===== config.mk =====
export PLATFORM = sky130hd
export DESIGN_NAME = gbc_round_cell
export DESIGN_NICKNAME = d
export VERILOG_FILES = /design/src/gbc_pkg.sv /design/src/gbc_round_cell.sv
export SDC_FILE = /design/constraint.sdc
export NUM_CORES = 1
export LEC_CHECK = 0
export ABC_CLOCK_PERIOD_IN_PS = 7600
export BUFFER_PORTS_ARGS = -buffer_cell sky130_fd_sc_hd__buf_4
export CAP_MARGIN = 20
export CORE_ASPECT_RATIO = 0.6
export CORE_MARGIN = 5
export CORE_UTILIZATION = 27
export CTS_CLUSTER_DIAMETER = 40
export DETAILED_ROUTE_END_ITERATION = 6
export PLACE_DENSITY = 0.57
export SLEW_MARGIN = 20
export SYNTH_ARGS = -nofsm -noshare
export SYNTH_HDL_FRONTEND = slang
export SYNTH_SLANG_ARGS = --single-unit

===== constraint.sdc =====
create_clock -name clk -period 7.6 [get_ports clk]
set_input_delay 1.52 -clock clk [delete_from_list [all_inputs] [get_ports clk]]
set_output_delay 1.52 -clock clk [all_outputs]
set_load 0.02 [all_outputs]

===== src/gbc_pkg.sv =====
// Shared types, constants and functions for the GOST 28147-89 block cipher.
// No dependencies; used by gbc_round_cell and gost_block_cipher.
package gbc_pkg;

  localparam int unsigned Rounds   = 32;
  localparam int unsigned KeyWords = 8;
  localparam int unsigned RotAmt   = 11;

  typedef logic [31:0] word_t;
  typedef logic [2:0]  key_idx_t;

  // One block in flight between round cells.
  typedef struct packed {
    logic  decrypt;
    word_t n1;
    word_t n2;
  } blk_t;

  localparam logic [0:7][0:15][3:0] SBOX = '{
    '{4'd4, 4'd10, 4'd9, 4'd2, 4'd13, 4'd8, 4'd0, 4'd14,
      4'd6, 4'd11, 4'd1, 4'd12, 4'd7, 4'd15, 4'd5, 4'd3},
    '{4'd14, 4'd11, 4'd4, 4'd12, 4'd6, 4'd13, 4'd15, 4'd10,
      4'd2, 4'd3, 4'd8, 4'd1, 4'd0, 4'd7, 4'd5, 4'd9},
    '{4'd5, 4'd8, 4'd1, 4'd13, 4'd10, 4'd3, 4'd4, 4'd2,
      4'd14, 4'd15, 4'd12, 4'd7, 4'd6, 4'd0, 4'd9, 4'd11},
    '{4'd7, 4'd13, 4'd10, 4'd1, 4'd0, 4'd8, 4'd9, 4'd15,
      4'd14, 4'd4, 4'd6, 4'd12, 4'd11, 4'd2, 4'd5, 4'd3},
    '{4'd6, 4'd12, 4'd7, 4'd1, 4'd5, 4'd15, 4'd13, 4'd8,
      4'd4, 4'd10, 4'd9, 4'd14, 4'd0, 4'd3, 4'd11, 4'd2},
    '{4'd4, 4'd11, 4'd10, 4'd0, 4'd7, 4'd2, 4'd1, 4'd13,
      4'd3, 4'd6, 4'd8, 4'd5, 4'd9, 4'd12, 4'd15, 4'd14},
    '{4'd13, 4'd11, 4'd4, 4'd1, 4'd3, 4'd15, 4'd5, 4'd9,
      4'd0, 4'd10, 4'd14, 4'd7, 4'd6, 4'd8, 4'd2, 4'd12},
    '{4'd1, 4'd15, 4'd13, 4'd0, 4'd5, 4'd7, 4'd10, 4'd4,
      4'd9, 4'd2, 4'd3, 4'd14, 4'd6, 4'd11, 4'd8, 4'd12}
  };

  // Key word used in encryption round r: 0..7 three times, then 7..0.
  function automatic key_idx_t enc_key_index(input int unsigned r);
    key_idx_t low;
    low = key_idx_t'(r % KeyWords);
    return (r < 24) ? low : (3'd7 - low);
  endfunction

  // Round function: add subkey, eight 4-bit S-boxes, rotate left by 11.
  function automatic word_t round_f(input word_t half, input word_t sk);
    word_t sum;
    word_t s;
    sum = half + sk;
    for (int n = 0; n < 8; n++) begin
      s[4*n +: 4] = SBOX[n][sum[4*n +: 4]];
    end
    return {s[31-RotAmt:0], s[31:32-RotAmt]};
  endfunction

endpackage


===== src/gbc_round_cell.sv =====
// One Feistel round with its own valid/ready stage register.
// Depends on gbc_pkg.
module gbc_round_cell (
  input  logic           clk,
  input  logic           rst_n,
  input  logic           up_valid,
  output logic           up_ready,
  input  gbc_pkg::blk_t  up_data,
  input  gbc_pkg::word_t key_enc,
  input  gbc_pkg::word_t key_dec,
  output logic           dn_valid,
  input  logic           dn_ready,
  output gbc_pkg::blk_t  dn_data
);

  logic           valid_r, valid_nxt;
  gbc_pkg::blk_t  data_r, data_nxt;
  gbc_pkg::word_t sk;

  assign up_ready = !valid_r || dn_ready;
  assign sk       = up_data.decrypt ? key_dec : key_enc;

  always_comb begin
    valid_nxt        = up_ready ? up_valid : valid_r;
    data_nxt.decrypt = up_data.decrypt;
    data_nxt.n1      = up_data.n2 ^ gbc_pkg::round_f(up_data.n1, sk);
    data_nxt.n2      = up_data.n1;
  end

  always_ff @(posedge clk) begin
    if (!rst_n) begin
      valid_r <= 1'b0;
    end else begin
      valid_r <= valid_nxt;
    end
  end

  always_ff @(posedge clk) begin
    if (up_valid && up_ready) begin
      data_r <= data_nxt;
    end
  end

  assign dn_valid = valid_r;
  assign dn_data  = data_r;

endmodule


==> metrics.md <==
| Metric | Value |
|---|---|
| Status | `finished, final reports clean` |
| Post-Synth XOR/XNOR Area | `10.4%` |
| Largest net degree at the start of global routing | `66` |
| P per Cell Area | `235 nW/µm²` |
| Final HPWL DP | `14,000 µm` |
| Crit path arrival time | `5.61 ns` |
| CTS resizes | `0` |
| Peak supply drop | `0.000106 V` |
| Root Buffer | `clkbuf_16` |
| Setup Buffers After CTS | `0` |
| Core area | `21,900 µm²` |
| Most common cell after layout, fill and taps aside | `buf_4` |
| Sw power | `704 µW` |
| Synthesized area | `5950 µm²` |
| Initial core utilization | `27.2%` |
| GR Overflow Total | `0` |
| Number of synthesized register bits | `66` |
| Syn. warnings | `0` |
| Register Area | `1970 µm²` |
| Reg power frac | `27.4%` |
| I/O Buffers | `199` |
| Worst slew pin tran | `0.933 ns` |
| P_int | `1.19 mW` |
| Die Y | `125 µm` |
| Site row count | `42` |
| Vias in the first global route | `4,721` |
| Chip Width | `202 µm` |
| Commonest non-fill, non-tap cells in the layout | `buf_4, ha_1, edfxtp_1` |
| Register area share after synthesis | `33.1%` |
| Pre-CTS WS | `1.70 ns` |
| Worst hold slack | `0.552 ns` |
| RSZ-0062 raised after global routing | `false` |
| Worst-path maximum fanout | `33` |
| Slew Viols, Final | `0` |
| Routed WL | `17,200 µm` |
| PnR worst setup slack | `2.09 ns` |
| Area of the multi-input gates | `3790 µm²` |
| Die area | `25,200 µm²` |
| Synth Area in Adders | `15.7%` |
| Gate Count Post-Synth | `547` |
| # setup viols final | `0` |
| H-tree levels | `3` |
| Syn_area_per_cell | `10.9 µm²` |
| Peak Freq | `182 MHz` |
| Clock buffer depth | `2` |
| GRT Util Overall | `13.7%` |
| Final Hold Fails | `0` |
| Min-Delay Path Class | `reg -> reg` |
| GP Congestion | `0.806` |
| Share of flip-flops with an asynchronous set or reset | `0%` |
| Routed via count | `4,839` |
| Initial antenna violation count | `0` |
| Per-cell routed wire length | `16.7 µm` |
| Number of distinct library cells after synthesis | `66` |
| Final cell count without fillers | `1,035` |
| Final layout net count | `951` |
| Antenna-violating nets left | `0` |
| Post-synth net total | `754` |
| Ant. Diodes | `0` |
| Most used DFF post-synth | `edfxtp_1` |
| First-pass GRT wire length | `26,900 µm` |
| Clock network fraction of total power | `22.1%` |
| Clk pin slew, worst setup/hold paths | `0.06 ns` |
| DRC | `0` |
| Slew HR | `37.8%` |
| Skew final | `0.00666 ns` |
| Post-synth EDFFs | `65` |
| CP startpoint kind | `input port` |
| Tcrit/Tclk final | `72.4%` |
| # IOs | `200` |
| Placed cells | `1,019` |
| CTS Buf Count | `9` |
| Clk sinks | `66` |
| Setup_tns | `0 ns` |
| Fill cell count | `2,187` |
| Share of cells above drive strength 1 | `37.7%` |
| CTS tree | `yes` |
| Fin crit period | `5.51 ns` |
| Simple-Gate Fraction of Synth Area | `7.52%` |
| Hold buffers post-CTS | `0` |
| Largest family of logic cells by synthesized area | `compound AO/OA/AOI/OAI gates` |
| Comb power frac | `50.5%` |
| Switching Fraction | `37.2%` |
| Clk Latency, worst-skew pair | `0.35 ns` |
| Setup crit end kind | `flip-flop` |
| Leakage power | `3.55 nW` |
| Max Cap Violations | `0` |
| Synth-to-layout area growth | `35.0%` |
| Compound-cell area share of the yosys netlist | `16.6%` |
| 1st-iter DRT viols | `226` |
| Post-synthesis mux area share | `13.5%` |
| Required time worst endpoint | `7.70 ns` |
| First drt pass iteration count | `4` |
| WS Path Type | `in -> reg` |
| Via density per instance | `4.68` |
cells by family (layout without fill, tap and decap cells):
family          count (synthesis)  after routing
mux                            66             66
flops                          66             66
xor+xnor                       65             65
buf+inv                        50            252
compound gates                136            136
fa+ha+maj                      74             74
simple gates                   90             90
metal layers:
metal	GRT usage, %	vias up	wire (µm)
met4	3.65	0	218
li1	-	2418	-
met1	21.9	2254	9550
met2	16.7	153	6210
met5	0	-	0
met3	4.74	14	1260
power by group through the flow:
stage | combinational, mW | sequential (mW) | clock, mW
6_report | 0.955 | 0.517 | 0.418
5_1_grt | 1.06 | 0.524 | 0.455
4_1_cts | 0.963 | 0.518 | 0.436
3_5_place_dp | 0.960 | 0.524 | 0
3_3_place_gp | 0.950 | 0.523 | 0
2_1_floorplan | 0.585 | 0.607 | 0
through the flow:
stage | area (µm²) | utilization (%) | total power, mW
floorplan | 5950 | - | 1.19
global placement | 7750 | 35.5 | 1.47
detailed placement | 7750 | 35.5 | 1.48
CTS | 8040 | 36.8 | 1.92
global route | 8040 | 36.8 | 2.04
finish | 8040 | 36.8 | 1.89
registers in the layout (all words and copies together) (netlist names):
signal / count
dn_valid: 1
dn_data: 65
cell type report:
| cell class | instances | area share, % |
|---|---|---|
| inverter | 37 | 1.73 |
| sequential | 66 | 24.5 |
| clock inverter | 6 | 0.716 |
| timing repair buffer | 199 | 18.6 |
| multi-input combinational | 431 | 47.2 |
| tap | 286 | 4.45 |
| clock buffer | 10 | 2.85 |
critical path, stage by stage:
cell and delay [ns]:
buf_4 0.41, mux2_2 0.40, ha_1 0.22, inv_1 0.08
fa_1 0.20, nor2b_1 0.08, o31a_4 0.31, o31ai_4 0.31
a31oi_4 0.20, a211oi_1 0.30, xor2_1 0.40, inv_1 0.17
ha_1 0.37, mux4_2 0.48, xnor2_1 0.13
synthesized netlist by cell type (3+ instances only):
cell | count | area share, %
a21o_1 | 14 | 1.8
o21ba_2 | 3 | 0.50
and3_1 | 4 | 0.42
o21a_1 | 7 | 0.88
mux2_2 | 31 | 5.9
a21oi_1 | 31 | 2.6
nand2b_1 | 3 | 0.32
ha_1 | 73 | 15
clkbuf_1 | 7 | 0.44
a211oi_1 | 7 | 0.88
mux2i_1 | 25 | 4.2
o21ai_0 | 27 | 2.3
nor2b_1 | 3 | 0.32
nand3_1 | 11 | 0.92
nand2_1 | 25 | 1.6
o21bai_1 | 4 | 0.50
inv_1 | 37 | 2.3
xnor2_1 | 36 | 5.3
o211ai_1 | 4 | 0.50
xor2_1 | 24 | 3.5
buf_2 | 4 | 0.34
a31oi_1 | 6 | 0.63
mux4_2 | 8 | 3.0
edfxtp_1 | 65 | 33
nor3_1 | 6 | 0.50
nand3b_1 | 5 | 0.63
xnor2_2 | 3 | 0.82
nor2_1 | 22 | 1.4
worst paths after layout:
kind | start | endpoint | slack (ns) | cells past startpoint
setup / recovery | up_data[64] | dn_data[33] | 2.09 | 15
hold / removal | dn_valid | dn_valid | 0.55 | 2
setup reg to reg | dn_valid | dn_data[42] | 6.00 | 2
hold reg to reg | dn_valid | dn_valid | 0.55 | 2
Note: power is estimated with default switching activity, not from simulation.
